===== config.mk =====
export PLATFORM = sky130hd
export DESIGN_NAME = gpio_controller_with_interrupts
export DESIGN_NICKNAME = d
export VERILOG_FILES = /design/src/gpioc_pkg.sv /design/src/gpio_controller_with_interrupts.sv
export SDC_FILE = /design/constraint.sdc
export NUM_CORES = 1
export LEC_CHECK = 0
export ABC_AREA = 1
export BUFFER_PORTS_ARGS = -buffer_cell sky130_fd_sc_hd__buf_2
export CAP_MARGIN = 25
export CORE_MARGIN = 4
export CORE_UTILIZATION = 45
export DETAILED_ROUTE_END_ITERATION = 7
export GPL_ROUTABILITY_DRIVEN = 0
export PLACE_DENSITY = 0.71
export SYNTH_ARGS = -nofsm -noshare
export SYNTH_HDL_FRONTEND = slang
export SYNTH_SLANG_ARGS = --single-unit

===== constraint.sdc =====
create_clock -name clk_i -period 5.9 [get_ports clk_i]
set_clock_uncertainty 0.05 [all_clocks]
set_input_delay 1.18 -clock clk_i [delete_from_list [all_inputs] [get_ports clk_i]]
set_output_delay 1.18 -clock clk_i [all_outputs]
set_load 0.01 [all_outputs]

===== src/gpioc_pkg.sv =====
// ----------------------------------------------------------------------------
// gpioc_pkg
// Shared types, register map and ID bytes of the eight-line GPIO controller.
// ----------------------------------------------------------------------------
`default_nettype none

package gpioc_pkg;

  localparam int unsigned LineCount = 8;

  typedef enum logic [1:0] {
    ReqRead  = 2'd0,
    ReqWrite = 2'd1,
    ReqPin   = 2'd2,
    ReqNone  = 2'd3
  } req_e;

  // Register map as word addresses (byte offset bits [11:2])
  localparam logic [9:0] WordDir     = 10'h100;
  localparam logic [9:0] WordSense   = 10'h101;
  localparam logic [9:0] WordBoth    = 10'h102;
  localparam logic [9:0] WordEvent   = 10'h103;
  localparam logic [9:0] WordMask    = 10'h104;
  localparam logic [9:0] WordRaw     = 10'h105;
  localparam logic [9:0] WordMasked  = 10'h106;
  localparam logic [9:0] WordClear   = 10'h107;
  localparam logic [9:0] WordAltFunc = 10'h108;
  localparam logic [9:0] WordPadLo   = 10'h140;
  localparam logic [9:0] WordPadHi   = 10'h147;
  localparam logic [9:0] WordLock    = 10'h148;
  localparam logic [9:0] WordCommit  = 10'h149;
  localparam logic [9:0] WordAnalog  = 10'h14A;
  localparam logic [9:0] WordIdBase  = 10'h3F4;

  localparam logic [31:0] UnlockKey = 32'h0ACC_E551;

  localparam logic [LineCount-1:0] PadDrv2mReset = '1;
  localparam logic [LineCount-1:0] CommitReset   = '1;

  function automatic logic [7:0] id_byte(input logic [3:0] idx);
    logic [7:0] val;
    unique case (idx)
      4'd4:    val = 8'h61;
      4'd5:    val = 8'h10;
      4'd6:    val = 8'h04;
      4'd8:    val = 8'h0D;
      4'd9:    val = 8'hF0;
      4'd10:   val = 8'h05;
      4'd11:   val = 8'hB1;
      default: val = 8'h00;
    endcase
    return val;
  endfunction

endpackage

`default_nettype wire


===== src/gpio_controller_with_interrupts.sv =====
// ----------------------------------------------------------------------------
// gpio_controller_with_interrupts
// Eight-line GPIO controller: bus register file, pin event capture, edge and
// level interrupt detection with a combined interrupt output.
// ----------------------------------------------------------------------------
//  channel   direction  fields (low bit first)
//  s_axis    in         tuser: req_type; tdata: offset, write_data,
//                       pin_index, pin_level
//  m_axis    out        tuser: bus_error; tdata: read_data, out_pins, irq_line
//  cfg       in         cfg_wdata_i: input_invert, written when cfg_we_i
//
//  One transfer per cycle sustained while the result is not stalled; each
//  request passes the input register, then the result register.
//  All register state and the pending result clear on rst_ni low; pad entry
//  for 2 mA drive and commit reset to all ones, lock resets to locked.
//  A stalled result holds the result register and stalls the input register.
// ----------------------------------------------------------------------------
`default_nettype none

module gpio_controller_with_interrupts
  import gpioc_pkg::*;
(
  input  wire logic        clk_i,
  input  wire logic        rst_ni,
  input  wire logic        cfg_we_i,
  input  wire logic [7:0]  cfg_wdata_i,    // input_invert
  input  wire logic        s_axis_tvalid,
  output logic             s_axis_tready,
  input  wire logic [47:0] s_axis_tdata,   // offset[11:0], write_data[43:12],
                                           // pin_index[46:44], pin_level[47]
  input  wire logic [1:0]  s_axis_tuser,   // req_type[1:0]
  output logic             m_axis_tvalid,
  input  wire logic        m_axis_tready,
  output logic [23:0]      m_axis_tdata,   // read_data[7:0], out_pins[15:8],
                                           // irq_line[16], zero fill
  output logic [0:0]       m_axis_tuser    // bus_error[0]
);

  typedef logic [LineCount-1:0] lines_t;

  // Input register
  logic        in_valid_q;
  req_e        in_req_q;
  logic [11:0] in_off_q;
  logic [31:0] in_wdata_q;
  logic [2:0]  in_idx_q;
  logic        in_lvl_q;

  // Result register
  logic        out_valid_q;
  logic [7:0]  out_rdata_q;
  lines_t      out_pins_q;
  logic        out_irq_q;
  logic        out_err_q;

  // Controller state
  lines_t invert_q;
  lines_t pin_q, pin_d;
  lines_t drv_q, drv_d;
  lines_t smp_q, smp_d;
  lines_t dir_q, dir_d;
  lines_t sense_q, sense_d;
  lines_t both_q, both_d;
  lines_t pol_q, pol_d;
  lines_t en_q, en_d;
  lines_t raw_q, raw_d;
  lines_t alt_q, alt_d;
  lines_t pad_q [8];
  lines_t pad_d [8];
  lines_t analog_q, analog_d;
  logic   lock_q, lock_d;
  lines_t commit_q, commit_d;

  logic       advance;
  logic       proc;
  logic [9:0] word;
  lines_t     wbyte;
  lines_t     raw_clr;
  lines_t     drive;
  lines_t     moved;
  lines_t     match;
  logic       do_refresh;
  logic [7:0] rdata;
  logic       err;

  assign advance       = !out_valid_q || m_axis_tready;
  assign proc          = in_valid_q && advance;
  assign s_axis_tready = !in_valid_q || advance;

  assign word  = in_off_q[11:2];
  assign wbyte = in_wdata_q[LineCount-1:0];

  always_comb begin
    pin_d      = pin_q;
    dir_d      = dir_q;
    sense_d    = sense_q;
    both_d     = both_q;
    pol_d      = pol_q;
    en_d       = en_q;
    raw_clr    = raw_q;
    alt_d      = alt_q;
    pad_d      = pad_q;
    analog_d   = analog_q;
    lock_d     = lock_q;
    commit_d   = commit_q;
    do_refresh = 1'b0;
    rdata      = '0;
    err        = 1'b0;

    if (proc) begin
      unique case (in_req_q)
        ReqRead: begin
          priority if (word >= WordIdBase) begin
            rdata = id_byte(4'(word - WordIdBase));
          end else if (word[9:8] == 2'b00) begin
            rdata = pin_q & word[7:0];
          end else if (word >= WordPadLo && word <= WordPadHi) begin
            rdata = pad_q[word[2:0]];
          end else begin
            unique case (word)
              WordDir:     rdata = dir_q;
              WordSense:   rdata = sense_q;
              WordBoth:    rdata = both_q;
              WordEvent:   rdata = pol_q;
              WordMask:    rdata = en_q;
              WordRaw:     rdata = raw_q;
              WordMasked:  rdata = raw_q & en_q;
              WordAltFunc: rdata = alt_q;
              WordLock:    rdata = {7'd0, lock_q};
              WordCommit:  rdata = commit_q;
              WordAnalog:  rdata = analog_q;
              default:     err = 1'b1;
            endcase
          end
        end
        ReqWrite: begin
          priority if (word[9:8] == 2'b00) begin
            // Change output-direction bits selected by the address mask only
            pin_d = (pin_q & ~(word[7:0] & dir_q)) | (wbyte & word[7:0] & dir_q);
          end else if (word >= WordPadLo && word <= WordPadHi) begin
            pad_d[word[2:0]] = wbyte;
          end else begin
            unique case (word)
              WordDir:     dir_d = wbyte;
              WordSense:   sense_d = wbyte;
              WordBoth:    both_d = wbyte;
              WordEvent:   pol_d = wbyte;
              WordMask:    en_d = wbyte;
              WordClear:   raw_clr = raw_q & ~wbyte;
              WordAltFunc: alt_d = (alt_q & ~commit_q) | (wbyte & commit_q);
              WordLock:    lock_d = (in_wdata_q != UnlockKey);
              WordCommit:  commit_d = lock_q ? commit_q : wbyte;
              WordAnalog:  analog_d = wbyte;
              default:     err = 1'b1;
            endcase
          end
          do_refresh = !err;
        end
        ReqPin: begin
          // Ignore events on lines driven as outputs
          if (!dir_q[in_idx_q]) begin
            pin_d[in_idx_q] = in_lvl_q ^ invert_q[in_idx_q];
            do_refresh      = 1'b1;
          end
        end
        ReqNone: begin
        end
        default: begin
        end
      endcase
    end

    drive = (pin_d & dir_d) | ~dir_d;
    moved = (smp_q ^ pin_d) & ~dir_d;
    match = ~(pin_d ^ pol_d);

    drv_d = drv_q;
    smp_d = smp_q;
    raw_d = raw_clr;
    if (do_refresh) begin
      drv_d = drive;
      if (moved != '0) begin
        smp_d = pin_d;
      end
      raw_d = raw_clr | (moved & ~sense_d & (both_d | match)) | (match & sense_d);
    end
  end

  always_ff @(posedge clk_i or negedge rst_ni) begin
    if (!rst_ni) begin
      in_valid_q  <= 1'b0;
      out_valid_q <= 1'b0;
      invert_q    <= '0;
      pin_q       <= '0;
      drv_q       <= '0;
      smp_q       <= '0;
      dir_q       <= '0;
      sense_q     <= '0;
      both_q      <= '0;
      pol_q       <= '0;
      en_q        <= '0;
      raw_q       <= '0;
      alt_q       <= '0;
      pad_q[0]    <= PadDrv2mReset;
      for (int i = 1; i < 8; i++) begin
        pad_q[i] <= '0;
      end
      analog_q    <= '0;
      lock_q      <= 1'b1;
      commit_q    <= CommitReset;
    end else begin
      if (s_axis_tready) begin
        in_valid_q <= s_axis_tvalid;
      end
      if (proc) begin
        out_valid_q <= 1'b1;
      end else if (m_axis_tready) begin
        out_valid_q <= 1'b0;
      end
      if (cfg_we_i) begin
        invert_q <= cfg_wdata_i;
      end
      pin_q    <= pin_d;
      drv_q    <= drv_d;
      smp_q    <= smp_d;
      dir_q    <= dir_d;
      sense_q  <= sense_d;
      both_q   <= both_d;
      pol_q    <= pol_d;
      en_q     <= en_d;
      raw_q    <= raw_d;
      alt_q    <= alt_d;
      pad_q    <= pad_d;
      analog_q <= analog_d;
      lock_q   <= lock_d;
      commit_q <= commit_d;
    end
  end

  // Payload registers: load on transfer, hold otherwise
  always_ff @(posedge clk_i) begin
    if (s_axis_tready && s_axis_tvalid) begin
      in_req_q   <= req_e'(s_axis_tuser);
      in_off_q   <= s_axis_tdata[11:0];
      in_wdata_q <= s_axis_tdata[43:12];
      in_idx_q   <= s_axis_tdata[46:44];
      in_lvl_q   <= s_axis_tdata[47];
    end
    if (proc) begin
      out_rdata_q <= rdata;
      out_err_q   <= err;
      out_pins_q  <= drv_d;
      out_irq_q   <= |(raw_d & en_d);
    end
  end

  assign m_axis_tvalid = out_valid_q;
  assign m_axis_tdata  = {7'd0, out_irq_q, out_pins_q, out_rdata_q};
  assign m_axis_tuser  = out_err_q;

endmodule

`default_nettype wire


# Word level (Yosys, flattened, before mapping)
# Index checks and enable logic that the tools add are counted.
[classes]
reduce_logical = 23
magnitude_cmp = 7
bitwise_logic = 34
muxes = 69
n_eq_ne = 22
addsub = 1
[op_table]
columns = ["op", "n"]
rows = [
  ["$mux 8", 41],
  ["$and 8x8->8", 15],
  ["$eq 10x9->1 const B", 12],
  ["$pmux 8 s11", 1],
  ["$bwmux 64", 1],
  ["$pmux 8 s7", 1],
  ["$not 8->8", 6],
  ["$or 8x8->8", 6],
  ["$ne 32x28->1 const B", 1],
  ["$bmux 8 s3", 1],
  ["$demux 8 s3", 1],
  ["$eq 4x4->1 const B", 4],
  ["$mux 1", 16],
  ["$pmux 8 s2", 1],
  ["$xor 8x8->8", 2],
  ["$reduce_and 5->1", 3],
  ["$eq 4x3->1 const B", 3],
  ["$reduce_or 11->1", 1],
  ["$ge 10x10->1 const B", 1],
  ["$ge 10x9->1 const B", 1],
  ["$le 10x9->1 const B", 1],
  ["$reduce_or 10->1", 1],
  ["$bwmux 8", 1],
  ["$reduce_bool 8->1", 1],
  ["22 further kinds", 34],
]
[word_totals]
out_inout_bits = 27
reg_bits = 239
word_cells = 189

# Depth between registers and ports, before layout
# Gate-level depths: netlist of the first run.
[depth]
word_depth = 17
mapped_depth = 23

# Worst setup path before layout of the first run
# Ideal clock, no wire load.
[synth_timing]
kind = "input to register"
start = "in m_axis_tready"
end = "reg out_irq_q (data pin)"
required_ps = 5596
arrival_time_ps = 3064
path_slack_ps = 2531
n_path_buf = 0
path_stages = 19
cell_sequence = "inv_1 > nand2_1 > nand2_1 > inv_1 > nand2_2 > inv_1 > nand2_1 > inv_1 > nand2_1 > nand2_1 > nand2_1 > nand3b_1 > nand2_1 > nand2_1 > nand2_1 > nand2_1 > nand2_1 > nor2_1 > nand2_1"
[synth_via]
elab_chain_len = 12
[synth_lines]
columns = ["element", "line", "source"]
rows = [
  ["start: declaration", "gpio_controller_with_interrupts.sv:33", "input wire logic m_axis_tready,"],
  ["$logic_or 1x1->1 *", "gpio_controller_with_interrupts.sv:86", "assign advance = !out_valid_q || m_axis_tready;"],
  ["$logic_and 1x1->1 *", "gpio_controller_with_interrupts.sv:87", "assign proc = in_valid_q && advance;"],
  ["via proc", "gpio_controller_with_interrupts.sv:75", "logic proc;"],
  ["$mux 8", "gpio_controller_with_interrupts.sv:110", "if (proc) begin"],
  ["$xor 8x8->8, or another cell as far along", "gpio_controller_with_interrupts.sv:174", "moved = (smp_q ^ pin_d) & ~dir_d;"],
  ["$and 8x8->8 or $not 8->8 (tied branches)", "gpio_controller_with_interrupts.sv:174, gpio_controller_with_interrupts.sv:175", ""],
  ["$and 8x8->8 or $or 8x8->8 (tied branches)", "gpio_controller_with_interrupts.sv:185", "raw_d = raw_clr | (moved & ~sense_d & (both_d | match)) | (match & sense_d);"],
  ["$and 8x8->8", "gpio_controller_with_interrupts.sv:185", ""],
  ["$or 8x8->8 (2 in a row)", "gpio_controller_with_interrupts.sv:185", ""],
  ["$mux 8 *", "gpio_controller_with_interrupts.sv:180", "if (do_refresh) begin"],
  ["via raw_d[6]", "gpio_controller_with_interrupts.sv:66", "lines_t raw_q, raw_d;"],
  ["$and 8x8->8 *", "gpio_controller_with_interrupts.sv:253", "out_irq_q <= |(raw_d & en_d);"],
  ["$reduce_or 8->1 *", "gpio_controller_with_interrupts.sv:253", ""],
  ["end signal: assignment", "gpio_controller_with_interrupts.sv:253", ""],
  ["end: declaration", "gpio_controller_with_interrupts.sv:53", "logic out_irq_q;"],
]
# Mark *: on every way through the listed nets, which the timed path passes. The rest lies on a longest branch.
# A chain may end at the register's enable or synchronous reset.

# Worst setup path after layout of the first run
[layout_timing]
start = "reg in_off_q[4]"
end = "reg out_irq_q (data pin)"
[layout_lines]
columns = ["element", "line", "source"]
rows = [
  ["start: declaration", "gpio_controller_with_interrupts.sv:44", "logic [11:0] in_off_q;"],
  ["start signal: assignment", "gpio_controller_with_interrupts.sv:244", "in_off_q <= s_axis_tdata[11:0];"],
  ["$ge 10x9->1, or another cell as far along", "gpio_controller_with_interrupts.sv:140", "end else if (word >= WordPadLo && word <= WordPadHi) begin"],
  ["$logic_and 1x1->1 or $mux 8 (tied branches)", "gpio_controller_with_interrupts.sv:140, gpio_controller_with_interrupts.sv:143", ""],
  ["$mux 8", "gpio_controller_with_interrupts.sv:140", ""],
  ["$mux 8", "gpio_controller_with_interrupts.sv:137", "priority if (word[9:8] == 2'b00) begin"],
  ["$mux 8", "gpio_controller_with_interrupts.sv:111", "unique case (in_req_q)"],
  ["$mux 8", "gpio_controller_with_interrupts.sv:110", ""],
  ["$not 8->8 or $xor 8x8->8 (tied branches)", "gpio_controller_with_interrupts.sv:174, gpio_controller_with_interrupts.sv:175", ""],
  ["$and 8x8->8 or $not 8->8 (tied branches)", "gpio_controller_with_interrupts.sv:174, gpio_controller_with_interrupts.sv:175", ""],
  ["$and 8x8->8 or $or 8x8->8 (tied branches)", "gpio_controller_with_interrupts.sv:185", ""],
  ["$and 8x8->8", "gpio_controller_with_interrupts.sv:185", ""],
  ["$or 8x8->8 (2 in a row)", "gpio_controller_with_interrupts.sv:185", ""],
  ["$mux 8 *", "gpio_controller_with_interrupts.sv:180", ""],
  ["via raw_d[4]", "gpio_controller_with_interrupts.sv:66", ""],
  ["$and 8x8->8 *", "gpio_controller_with_interrupts.sv:253", ""],
  ["$reduce_or 8->1 *", "gpio_controller_with_interrupts.sv:253", ""],
]
# Mark *: on every way through the listed nets, which the timed path passes. The rest lies on a longest branch. The select of a mux whose other input is x is not followed.

==> results of run 1 <==
==> cell usage after synthesis, drive strengths merged (2+ instances only) <==
master	count	area [µm²]
clkinv	4	15.01
nor3	12	60.06
nand2	377	1499
nor2	91	466.7
nand4	26	177.7
a2111oi	2	17.52
nand3b	2	15.01
a31oi	11	68.82
dfstp	17	446.7
buf	22	167.6
nor4	6	43.79
a21oi	31	166.4
ha	3	37.54
a311oi	2	17.52
o22ai	7	56.30
clkbuf	26	97.59
edfxtp	66	1982
dfrtp	154	3854
a221oi	8	70.07
nand3	106	555.5
o31ai	5	37.54
inv	180	680.7
a22oi	12	95.09
mux2i	4	40.04
o21ai	150	792.0
o221ai	5	43.79
==> worst max-delay path by stage <==
stage	startpoint	slack, ns	end
3_5_place_dp	in_off_q[4]$_DFFE_PP_	2.30	out_irq_q$_DFFE_PP_
6_report	in_off_q[4]$_DFFE_PP_	2.17	out_irq_q$_DFFE_PP_
3_3_place_gp	m_axis_tready	2.32	out_irq_q$_DFFE_PP_
5_1_grt	in_off_q[4]$_DFFE_PP_	1.96	out_irq_q$_DFFE_PP_
2_1_floorplan	m_axis_tready	2.53	out_irq_q$_DFFE_PP_
4_1_cts	in_off_q[4]$_DFFE_PP_	2.28	out_irq_q$_DFFE_PP_
==> metrics by stage <==
stage / instances / setup WS [ns] / util / instance area (µm²)
after floorplan: 1343 / 2.531 / - / 11590
after global placement: 1711 / 2.316 / 0.4827 / 12190
after global routing: 1760 / 1.955 / 0.5199 / 13130
final: 1760 / 2.173 / 0.5199 / 13130
after detailed placement: 1711 / 2.305 / 0.4827 / 12190
after CTS: 1759 / 2.284 / 0.5191 / 13110
==> registers in the layout (all words and copies together), names as in the netlist, 3 cells and up, named ones only <==
signal       count
pin_q            8
in_wdata_q      32
smp_q            8
in_idx_q         3
raw_q            8
in_off_q        10
out_rdata_q      8
dir_q            8
invert_q         8
commit_q         8
drv_q            8
both_q           8
en_q             8
analog_q         8
out_pins_q       8
pol_q            8
pad_q           64
sense_q          8
==> cell type report <==
cell class | count | area (µm²) | share of cell area
Inverter | 184 | 695.7 | 0.05299
Sequential cell | 237 | 6282 | 0.4785
Multi-Input combinational cell | 874 | 4347 | 0.3311
Clock buffer | 37 | 763.2 | 0.05813
Timing Repair Buffer | 87 | 471.7 | 0.03593
Tap cell | 330 | 412.9 | 0.03145
Clock inverter | 11 | 156.4 | 0.01191
==> worst max-delay path: cells and delay by family, from the launching register on <==
kind	cells	cell delay (ns)
buf+inv	3	0.98
compound gates	1	0.56
simple gates	13	1.62
flops	1	0.36
==> power groups by stage <==
stage                     Combinational [mW]  Sequential, mW  Clock (mW)
after floorplan                        0.452            1.94           0
after global placement                 0.627            1.97           0
after detailed placement               0.643            1.97           0
after CTS                              0.645            1.95        1.73
after global routing                   0.731            1.96        1.81
final                                  0.649            1.95        1.71
==> routing by layer <==
metal / track usage / vias up
met5: 0 / -
met4: 0.06845 / 0
met3: 0.04954 / 69
met2: 0.3480 / 441
met1: 0.2965 / 4621
li1: - / 4549
==> cell families (layout without fill, tap and decap cells) <==
group / count (synthesis) / in the layout / synth area share
adders and majority gates: 3 / 3 / 0.003245
muxes: 4 / 4 / 0.003461
AOI/OAI and AO/OA: 239 / 239 / 0.1224
DFF: 237 / 237 / 0.5431
buffers and inverters: 232 / 319 / 0.08307
other: 1 / 7 / 0.0003242
and+or+nand+nor: 621 / 621 / 0.2443
==> layout by cell type (no fill, tap or decap), types with 6 or more instances in the layout <==
cell type,n
sky130_fd_sc_hd__nand2_2,18
sky130_fd_sc_hd__dfrtp_1,154
sky130_fd_sc_hd__nand2_1,355
sky130_fd_sc_hd__nor2_1,78
sky130_fd_sc_hd__dfstp_2,17
sky130_fd_sc_hd__nand3_1,101
sky130_fd_sc_hd__clkinv_1,6
sky130_fd_sc_hd__inv_2,23
sky130_fd_sc_hd__nand4_1,25
sky130_fd_sc_hd__nor2_8,6
sky130_fd_sc_hd__conb_1,7
sky130_fd_sc_hd__a21oi_1,30
sky130_fd_sc_hd__nor3_1,12
sky130_fd_sc_hd__buf_2,79
sky130_fd_sc_hd__clkbuf_16,27
sky130_fd_sc_hd__o21ai_2,8
sky130_fd_sc_hd__o21ai_1,22
sky130_fd_sc_hd__a22oi_1,11
sky130_fd_sc_hd__inv_1,155
sky130_fd_sc_hd__a221oi_1,8
sky130_fd_sc_hd__a31oi_1,11
sky130_fd_sc_hd__o21ai_0,119
sky130_fd_sc_hd__buf_4,6
sky130_fd_sc_hd__edfxtp_1,66
==> results.txt, run 1 <==
* Share of synthesized flip-flops with an asynchronous set or reset: 0.7215
- Dividing the synthesized area by the synthesized cell count gives 8.652 µm².
- Routed wire length: 31.44 mm
- Part of the Yosys area used for sequential elements: 0.5431
- Post-Route Hold Slack: 0.4367 ns
- The most used flip-flop cell after synthesis is sky130_fd_sc_hd__dfrtp_1.
* Reg-to-reg slack, setup: 2.17 ns
- Maximum clock path buffer count: 3
* Sequential fraction of design power: 0.452
- Max capacitance violation total: 0
* Total core area: 25,250 µm²
- Once detailed placement completed, the half-perimeter wirelength came to 22.38 mm.
- Standard-cell rows: 58
- Total number of clock tree sinks: 237
* Routed wl met3: 2.838 mm
- The via count of the first global-routing pass was 9,305.
- Cell leakage power: 6.005 nW
* Fraction of power consumed by the clock network: 0.397
* Max_slew headroom: 0.3312
- In this run the number of H-tree levels came out at 1.
- In this run, CTS created clock tree buffers numbering 26.
- Counting I/O delays and the setup requirement, the final critical path takes 3.727 ns.
- The internal power of the cells totals 3.077 mW.
- Cells resized by post-CTS repair: 0
- The flow ran to the end, and the final reports show no timing, DRC or antenna violations.
- For this design the ratio of total power to cell area is 328.0 nW/µm².
- The initial antenna violation count is 0.
- Setup repair after global routing missed its margin: no
- In the global route stage, overall resource usage came out at 0.2175.
* Yosys warning total: 0
* Wire length per cell after detailed routing: 17.87 µm
- First-pass detailed-route iteration total: 6
- The synthesized design contains 237 register bits.
- The path with the worst hold slack has its endpoint at pad_q[19]$_DFFE_PN0P_.
- Number of nets at the end of the flow: 1,476
- The max-slew violation count is 0.
- Starting density of the core: 0.4580
* Number of synthesized flops with an enable pin: 66
* Top-level port count: 90
- The number of cells on the worst reg-to-reg path is 17.
* Routed via count divided by cell count: 5.500
* Number of failing hold endpoints at the final stage: 0
- Highest-delay cell along the critical path: sky130_fd_sc_hd__a21oi_4
* Maximum number of pins on one net before global-route repair: 66
* Data arrival time of the critical path: 4.08 ns
- Buffers on Ports: 80
- In this run the worst hold path is classified as flip-flop to flip-flop.
* Top fanout value on the critical path: 23
- Startpoint of the tightest hold check path: pad_q[19]$_DFFE_PN0P_
* Clock tree from TritonCTS: done
- Design Power: 4.306 mW
- Area growth from synthesis to layout: 13.50%
* Via count of the routed design: 9,680
- WL met2: 14.44 mm
- Switching power summed over all nets: 1.228 mW
- Setup violations remaining at the end of the flow were counted as 0.
- The worst register-to-register path begins at in_off_q[4]$_DFFE_PP_.
* Data required, critical path: 6.26 ns
* Critical path endpoint category: flip-flop
- Along the worst hold path, the cell count comes to 2.
* Skew-Pair Late Insertion Delay: 0.55 ns
* Reg-to-reg endpoint: out_irq_q$_DFFE_PP_
- Worst Max-Slew Pin Slew: 0.9995 ns
* Worst path cell trace: buf_4 > inv_1 > nand2_1 > nor2_1 > nand2_1 > nand4_1 > nor2_1 > nand2_1 > nand2_1 > a21oi_4 > buf_4 > nand3_1 > nand2_1 > nand2_1 > nand2_1 > nor2_1 > nand2_1
- Post-CTS setup repair buffer count: 0
- Summed instance area of the synthesized netlist: 11,570 µm²
* Kind of start point of the critical path: flip-flop
* Setup_tns: 0 ns
* Post-route DRC violation count: 0
* Worst Path Class, Setup: flip-flop to flip-flop
- Top layer reached by signal wires: met4
- Final period utilization: 0.6316
- The count of nets left with antenna violations once routing finished came out at 0.
- In the final layout, the share of cells above drive strength 1 is 0.1573.
- Based on the critical path, the design can be clocked at up to 0.2683 GHz.
- The cell sitting at the root of the clock tree is a sky130_fd_sc_hd__clkbuf_16.
- Of the total power, the share spent switching nets is 0.2853.
- Detailed-routing wirelength on met1: 13.29 mm
- From left edge to right edge, the die measures 168.3 µm.
- From bottom edge to top edge, the die measures 168.3 µm.
- The filler cells instantiated in the layout total 2,354.
* Largest stage delay on the critical path: 0.56 ns
- The die covers 28,340 µm².
* First-pass GRT wire length: 49.25 mm
- Proportion of power drawn by combinational gates: 0.151
* Gr ovfl total: 0
* Cell repeated most along the worst path: sky130_fd_sc_hd__nand2_1
- Number of DRC markers after the initial detailed-route iteration: 995
- Counting every instance in the synthesized netlist gives 1,337.
* Yosys cell types: 54
* Diodes inserted: 0
- Buffers inserted to repair hold after CTS numbered 0.
- Clock edge transition at the registers on the reported setup and hold paths: 0.06 ns
* Highest ir drop seen on vdd: 0.0002354 V
Power figures use the tool's default switching activity.
==> run 2: changes to the inputs <==
==> constraint.sdc (replaced) <==
create_clock -name clk_i -period 3.7 [get_ports clk_i]
set_clock_uncertainty 0.05 [all_clocks]
set_input_delay 0.74 -clock clk_i [delete_from_list [all_inputs] [get_ports clk_i]]
set_output_delay 0.74 -clock clk_i [all_outputs]
set_load 0.01 [all_outputs]
==> results.txt, run 2 (synthesized netlist as in run 1, its figures left out) <==
* Result of the run: completed
- STA classifies the critical path endpoint as a flip-flop.
* Clock buffers created by TritonCTS: 26 (unchanged)
- Top fanout value on the critical path: 18 (-22%)
- Post-Route Hold Slack: 0.2061 ns (-0.2305 ns)
- The post-place instance area came to 12,280 µm² (+0.78%).
- Commonest cells after routing, fill and taps aside: sky130_fd_sc_hd__nand2_1, sky130_fd_sc_hd__inv_1, sky130_fd_sc_hd__dfrtp_1, sky130_fd_sc_hd__o21ai_0, sky130_fd_sc_hd__nand3_1
- The horizontal die dimension was 168.3 µm (unchanged).
- Clock tree from TritonCTS: done
* Reg-to-reg endpoint: out_irq_q$_DFFE_PP_
- Number of DRC markers after the initial detailed-route iteration: 977 (-1.8%)
- The effective utilization at floorplan was 0.4580 (unchanged).
- The via density per instance is 5.439 (-1.1%).
- The fill cell total of the finished layout is 2,335 (-0.81%).
- Design Power: 6.751 mW (+57%)
* Final period utilization: 0.8789 (+0.2473)
- The highest achievable clock rate is 0.3075 GHz (+15%).
* Setup repair after global routing missed its margin: no
* Total non-filler cell area in the finished layout: 13,150 µm² (+0.13%)
- The area of the multi-input gates is 4347 µm² (unchanged).
- Number of failing hold endpoints at the final stage: 0 (unchanged)
- Wire length per cell after detailed routing: 17.45 µm (-2.3%)
* Cell Pwr Density: 513.5 nW/µm² (+57%)
- Class of the tightest hold or removal check: input port to async pin
- Share of the core filled with cells: 0.5206 (+0.0006940)
* Buffers on Ports: 80 (unchanged)
* Worst Path Class, Setup: flip-flop to flip-flop
- Registers with the most flip-flops: pad_q: 64 flops, in_wdata_q: 32 flops, in_off_q: 10 flops
- The pin count of the biggest net entering global routing came to 78 (+18%).
- Die height: 168.3 µm (unchanged)
- The antenna diode count is 0 (unchanged).
- Maximum clock path buffer count: 3 (unchanged)
- The initial antenna violation count came to 0 (unchanged).
* Highest ir drop seen on vdd: 0.0003814 V (+62%)
* Max_slew headroom: 0.3593 (+0.02812)
- The setup slack at placement was 0.5005 ns (-1.804 ns).
- Worst Max-Slew Pin Slew: 0.9596 ns (-0.03988 ns)
- The flip-flop count of the largest register after layout was 64 (unchanged).
- Cells resized by post-CTS repair: 0 (unchanged)
- Number of nets at the end of the flow: 1,486 (+0.68%)
- First-pass GRT wire length: 49.88 mm (+1.3%)
- Cell leakage power: 6.024 nW (+0.32%)
- The number of post-CTS setup repair buffers was 0 (unchanged).
- Via count of the routed design: 9,627 (-0.55%)
- The number of cells after detailed placement was 1,722 (+0.64%).
- Data required, critical path: 4.04 ns (-2.22 ns)
* Data arrival time of the critical path: 3.59 ns (-0.49 ns)
- Most frequent standard cell in the layout excluding fill and tap cells: sky130_fd_sc_hd__nand2_1
* Number of non-filler instances in the completed layout: 1,770 (+0.57%)
- Finish-stage setup viols: 0 (unchanged)
* Standard-cell rows: 58 (unchanged)
- The clock sink count came to 237 (unchanged).
* Final HPWL from detailed placement: 22.48 mm (+0.41%)
- Number of cells on the worst reg-to-reg path: 15 (-2)
- The total DRC errors in the routed layout is 0 (unchanged).
- The slack of the worst reg-to-reg path came to 0.45 ns (-1.73 ns).
- Ratio of cells with drive above 1 in the final layout: 0.1597 (+0.002380)
- Final WS setup: 0.4481 ns (-1.725 ns)
- Final Critical Period: 3.252 ns (-0.4747 ns)
- The max-cap violation count is 0 (unchanged).
- The total global-route track usage was 0.2188 (+0.001320).
- Hold buffer count at cts: 0 (unchanged)
- The flip-flop and latch area was 6282 µm² (unchanged).
- The core area was 25,250 µm² (unchanged).
- The worst setup path is launched from a flip-flop.
* Final antenna-violating net count: 0 (unchanged)
* Skew-Pair Late Insertion Delay: 0.53 ns (-0.02 ns)
* Clock edge transition at the registers on the reported setup and hold paths: 0.06 ns (about the same)
- Relative to the synthesized area, the layout overhead comes to 13.65%.
- Number of global-route vias before repair: 9,322 (+0.18%)
- H-tree depth: 1 (unchanged)
- First-pass detailed-route iteration total: 6 (unchanged)
- The worst register-to-register path begins at in_off_q[2]$_DFFE_PP_.
- Setup_tns: 0 ns (unchanged)
- Die area: 28,340 µm² (unchanged)
- Gr ovfl total: 0 (unchanged)
- Root Driver: sky130_fd_sc_hd__clkbuf_16
- Routed wire length: 30.90 mm (-1.7%)
- The number of I/O pins came to 90 (unchanged).
- The max-slew violation count is 0 (unchanged).
- pad_q holds more flip-flops than any other register.
==> run 2: changes by cell type in the layout (fill, tap and decap cells not counted), sizes merged <==
cell	before	now
inv	181	180
clkbuf	37	42
buf	87	97
bufinv	3	2
clkinv	10	7
==> run 2: critical path, cell delays in order, from the launching register on <==
cell	delay (ns)
sky130_fd_sc_hd__edfxtp_1	0.64
sky130_fd_sc_hd__nor2_8	0.41
sky130_fd_sc_hd__inv_4	0.12
sky130_fd_sc_hd__nor2_1	0.24
sky130_fd_sc_hd__nand2_1	0.17
sky130_fd_sc_hd__nand4_1	0.13
sky130_fd_sc_hd__nor2_1	0.08
sky130_fd_sc_hd__nand2_1	0.10
sky130_fd_sc_hd__nand2_1	0.10
sky130_fd_sc_hd__a21oi_4	0.43
sky130_fd_sc_hd__nand3_1	0.17
sky130_fd_sc_hd__nand2_1	0.12
sky130_fd_sc_hd__nand2_1	0.06
sky130_fd_sc_hd__nand2_1	0.12
sky130_fd_sc_hd__nor2_1	0.08
sky130_fd_sc_hd__nand2_1	0.08
==> run 2: how the worst max path moves through the flow <==
stage	startpoint	to	slack [ns]
global route	in_off_q[2]$_DFFE_PP_	out_irq_q$_DFFE_PP_	0.23
global placement	in_off_q[2]$_DFFE_PP_	out_irq_q$_DFFE_PP_	0.54
CTS	in_off_q[2]$_DFFE_PP_	out_irq_q$_DFFE_PP_	0.49
detailed placement	in_off_q[2]$_DFFE_PP_	out_irq_q$_DFFE_PP_	0.50
floorplan	m_axis_tready	out_irq_q$_DFFE_PP_	0.77
finish	in_off_q[2]$_DFFE_PP_	out_irq_q$_DFFE_PP_	0.45
==> run 2: final cells by class <==
| cell class | instances | share of cell area |
|---|---|---|
| Tap cell | 330 | 0.03141 |
| Timing Repair Buffer | 97 | 0.04159 |
| Clock inverter | 6 | 0.006091 |
| Sequential cell | 237 | 0.4779 |
| Multi-Input combinational cell | 874 | 0.3306 |
| Clock buffer | 42 | 0.05948 |
| Inverter | 184 | 0.05292 |
==> run 2: layer usage <==
metal,GRT usage,part of all wire,up-vias
li1,-,-,4585
met1,0.2999,0.42,4514
met2,0.3484,0.46,444
met3,0.04743,0.087,84
met4,0.07198,0.036,0
met5,0,0,-
==> run 2: where the power goes <==
| group | switching, mW | internal [mW] |
|---|---|---|
| Sequential | 0.160 | 2.95 |
| Clock | 1.02 | 1.58 |
| Combinational | 0.731 | 0.317 |
==> run 3: changes to the inputs <==
--- a/config.mk
+++ b/config.mk
@@ -5,7 +5,7 @@
 export SDC_FILE = /design/constraint.sdc
 export NUM_CORES = 1
 export LEC_CHECK = 0
-export ABC_AREA = 1
+export ABC_AREA = 0
 export BUFFER_PORTS_ARGS = -buffer_cell sky130_fd_sc_hd__buf_2
 export CAP_MARGIN = 25
 export CORE_MARGIN = 4
==> constraint.sdc (replaced) <==
create_clock -name clk_i -period 3.9 [get_ports clk_i]
set_clock_uncertainty 0.05 [all_clocks]
set_input_delay 0.78 -clock clk_i [delete_from_list [all_inputs] [get_ports clk_i]]
set_output_delay 0.78 -clock clk_i [all_outputs]
set_load 0.01 [all_outputs]
==> results.txt, run 3 <==
* Cell-internal power: 4.477 mW (-7.5%)
- Data required, critical path: 4.24 ns (+0.20 ns)
- The top cell type's share of synthesized area is 0.3328 (about the same).
- The switching part of the total power is 0.2671 (-0.01599).
* Clock buffers created by TritonCTS: 26 (unchanged)
- The number of I/O pins is 90 (unchanged).
- Post-route DRC violation count: 0 (unchanged)
- The remaining global-route overflow was 0 (unchanged).
- The row count was 58 (unchanged).
* Worst Path Class, Setup: flip-flop to flip-flop
* Part of the Yosys area used for sequential elements: 0.5426 (about the same)
- The clock insertion delay at the later pin of the skew report was 0.53 ns (about the same).
- Number of nets at the end of the flow: 1,233 (-17%)
* Syn Inst Count: 1,021 (-24%)
- Register bit count reported by yosys: 237 (unchanged)
- Area leader, netlist: sky130_fd_sc_hd__dfrtp_1
- Max reg flops: 64 (unchanged)
- The pin count of the biggest net entering global routing is 98 (+26%).
* Number of DRC markers after the initial detailed-route iteration: 1,108 (+13%)
* Highest ir drop seen on vdd: 0.0003431 V (-10%)
- Share of synthesized flip-flops with an asynchronous set or reset: 0.7215 (unchanged)
* Max capacitance violation total: 0 (unchanged)
- Top cells by area, synth: sky130_fd_sc_hd__dfrtp_1, sky130_fd_sc_hd__edfxtp_1, sky130_fd_sc_hd__mux2_2, sky130_fd_sc_hd__nand2_1, sky130_fd_sc_hd__dfstp_2
* Max_slew headroom: 0.3287 (-0.03063)
- Avg Inst Size Synth: 11.34 µm² (+31%)
- Die area: 28,360 µm² (about the same)
- The fill cell total of the finished layout was 2,154 (-7.8%).
- The root buffer cell chosen for the clock tree is sky130_fd_sc_hd__clkbuf_16.
- Largest delay share family, worst path: simple AND/OR/NAND/NOR gates
- Number of global-route vias before repair: 9,222 (-1.1%)
- The average wire per cell in the routed design came to 21.50 µm (+23%).
* Number of synthesized flops with an enable pin: 66 (unchanged)
* Finish-stage setup viols: 0 (unchanged)
- The worst hold path belongs to the class input port to async pin.
* Maximum clock path buffer count: 3 (unchanged)
* Design Power: 6.108 mW (-9.5%)
- Most heavily used metal layer in global routing: met2
- The largest registers in the layout are pad_q: 64 flops, in_wdata_q: 32 flops, in_off_q: 10 flops.
* Die span in x: 168.4 µm (about the same)
- Commonest cells after routing, fill and taps aside: sky130_fd_sc_hd__dfrtp_1, sky130_fd_sc_hd__nand2_1, sky130_fd_sc_hd__buf_4, sky130_fd_sc_hd__buf_2, sky130_fd_sc_hd__mux2_2
- The highest achievable clock rate is 0.2652 GHz (-14%).
- Total track usage: 0.2296 (+0.01082)
- Ratio of cells with drive above 1 in the final layout: 0.2906 (+0.1309)
* Cell Pwr Density: 445.9 nW/µm² (-13%)
- The combinational cell fraction of total power came to 0.147 (-0.008).
* Diodes inserted: 0 (unchanged)
- The remaining number of nets flagged by the antenna check after routing came to 0 (unchanged).
- The global-route wire length before repair came to 51.62 mm (+3.5%).
* Switching power summed over all nets: 1.631 mW (-15%)
- Routed wire length: 32.62 mm (+5.6%)
* Final period utilization: 0.9668 (+0.08792)
- The global-route track usage on met2 came to 0.3449 (-0.003494).
- Final WS setup: 0.1295 ns (-0.3187 ns)
- The initial antenna violation count came to 0 (unchanged).
- The met1 usage in global routing was 0.3229 (+0.02307).
- Result of the run: completed
- The number of H-tree branching levels was 1 (unchanged).
- Yosys cell types: 83 (+54%)
- Worst path buffer plus inverter count: 0 (-1)
- The sequential share of power was 0.473 (+0.013).
- Most frequently used cell type in the post-synthesis netlist: sky130_fd_sc_hd__dfrtp_1
* Worst Max-Slew Pin Slew: 0.9816 ns (+0.02197 ns)
- Area growth from synthesis to layout: 18.32%
* Yosys warning total: 0 (unchanged)
- The library cell used most frequently in the layout, excluding fill and tap cells, is sky130_fd_sc_hd__dfrtp_1.
- Routed via count divided by cell count: 6.059 (+11%)
- First-pass detailed-route iteration total: 6 (unchanged)
- Setup repair after global routing missed its margin: no
- The max-slew violation count was 0 (unchanged).
* Via count of the routed design: 9,191 (-4.5%)
- The count of input and output buffers came to 80 (unchanged).
* Register ranked first by flip-flop count: pad_q
* Top fanout value on the critical path: 7 (-11)
- The core area came to 25,250 µm² (unchanged).
- Clock edge transition at the registers on the reported setup and hold paths: 0.06 ns (about the same)
* Fraction of power consumed by the clock network: 0.380 (-0.004)
- Die height: 168.4 µm (about the same)
* Post-synth top cells: sky130_fd_sc_hd__dfrtp_1, sky130_fd_sc_hd__nand2_1, sky130_fd_sc_hd__o21ai_0
- The total leakage power is 5.994 nW (-0.50%).
* Main flop type after synthesis: sky130_fd_sc_hd__dfrtp_1
- STA classifies the critical path endpoint as a flip-flop.
- STA classifies the critical path startpoint as a flip-flop.
- Largest stage delay on the critical path: 0.85 ns (+0.21 ns)
* Final Critical Period: 3.771 ns (+0.5187 ns)
- Highest-delay cell along the critical path: sky130_fd_sc_hd__a2111oi_0
* Number of failing hold endpoints at the final stage: 0 (unchanged)
* Hold buffer count at cts: 0 (unchanged)
- Starting density of the core: 0.4585 (about the same)
- The summed instance area of the synthesized netlist was 11,580 µm² (about the same).
- TritonCTS built the clock tree.
- Setup slack after placement: -0.01324 ns (-0.5137 ns)
- Met3 global-route usage: 0.05659 (+0.009157)
- The clock sink count was 237 (unchanged).
- Walking the worst path, the cells encountered are or4b_4 > nor2_8 > nand4_2 > mux2_2 > or2_2 > a2111oi_0 > a311oi_1 > o221ai_1 > or4b_1.
* Final HPWL from detailed placement: 23.76 mm (+5.7%)
- The arrival time at the worst endpoint was 4.11 ns (+0.52 ns).
==> run 3: through the flow <==
stage          area [µm²]  setup TNS, ns  instances  hold slack [ns]  utilization
2_1_floorplan       11600              0       1027           0.3946            -
3_5_place_dp        12870       -0.01324       1468           0.4186       0.5096
6_report            13700              0       1517           0.3110       0.5425
4_1_cts             13680              0       1516           0.3554       0.5416
5_1_grt             13700              0       1517           0.3662       0.5425
3_3_place_gp        12850              0       1466           0.4062       0.5090
==> run 3: power by group through the flow <==
stage          registers, mW  logic [mW]  clock network, mW
3_3_place_gp            2.93       0.859                  0
2_1_floorplan           2.88       0.558                  0
3_5_place_dp            2.93       0.878                  0
5_1_grt                 2.90       0.978               2.47
4_1_cts                 2.88       0.881               2.36
6_report                2.89       0.898               2.32
==> run 3: final timing paths <==
path	startpoint	endpoint	slack (ns)	cells past startpoint
worst max-delay path	in_off_q[11]$_DFFE_PP_	out_irq_q$_DFFE_PP_	0.13	9
worst min-delay path	rst_ni	pin_q[2]$_DFF_PN0_	0.31	1
worst max register to register	in_off_q[11]$_DFFE_PP_	out_irq_q$_DFFE_PP_	0.13	9
worst min register to register	pad_q[10]$_DFFE_PN0P_	pad_q[10]$_DFFE_PN0P_	0.43	2
max in group asynchronous	rst_ni	pad_q[58]$_DFFE_PN1P_	2.67	2
min in group clk_i	s_axis_tdata[44]	in_idx_q[0]$_DFFE_PP_	0.37	1
==> run 3: kinds of logic after synthesis <==
family,share of synthesized area
AND/OR/NAND/NOR,0.1435
flip-flops,0.5426
AO/OA/AOI/OAI,0.1236
multiplexers,0.1412
buffers and inverters,0.03642
XOR/XNOR,0.009077
adder cells (fa/ha/maj),0.003242
other,0.0003239
==> run 3: layer usage <==
| layer | routed length (µm) | share of wire |
|---|---|---|
| met1 | 13310 | 0.41 |
| met2 | 14160 | 0.43 |
| met3 | 3769 | 0.12 |
| met4 | 1391 | 0.043 |
| met5 | 0 | 0 |
==> run 3: final cells by class <==
| type | instances | area [µm²] | area share |
|---|---|---|---|
| sequential | 237 | 6282 | 0.4586 |
| inverter | 44 | 165.2 | 0.01206 |
| tap | 330 | 412.9 | 0.03014 |
| clock inverter | 7 | 65.06 | 0.004749 |
| clock buffer | 41 | 742.0 | 0.05416 |
| multi-input combinational | 690 | 4906 | 0.3581 |
| timing repair buffer | 168 | 1126 | 0.08220 |
==> run 3: repair_timing <==
item / in CTS / in global routing
endpoints found under the setup margin: 0 / 4
setup buffers: 0 / 0
gates resized for setup: 0 / 7
==> run 3: worst register-to-register path, stage by stage (launching register included) <==
cell and delay [ns]:
sky130_fd_sc_hd__edfxtp_1 0.51, sky130_fd_sc_hd__or4b_4 0.57, sky130_fd_sc_hd__nor2_8 0.18, sky130_fd_sc_hd__nand4_2 0.34, sky130_fd_sc_hd__mux2_2 0.42, sky130_fd_sc_hd__or2_2 0.31, sky130_fd_sc_hd__a2111oi_0 0.85, sky130_fd_sc_hd__a311oi_1 0.15
sky130_fd_sc_hd__o221ai_1 0.12, sky130_fd_sc_hd__or4b_1 0.15
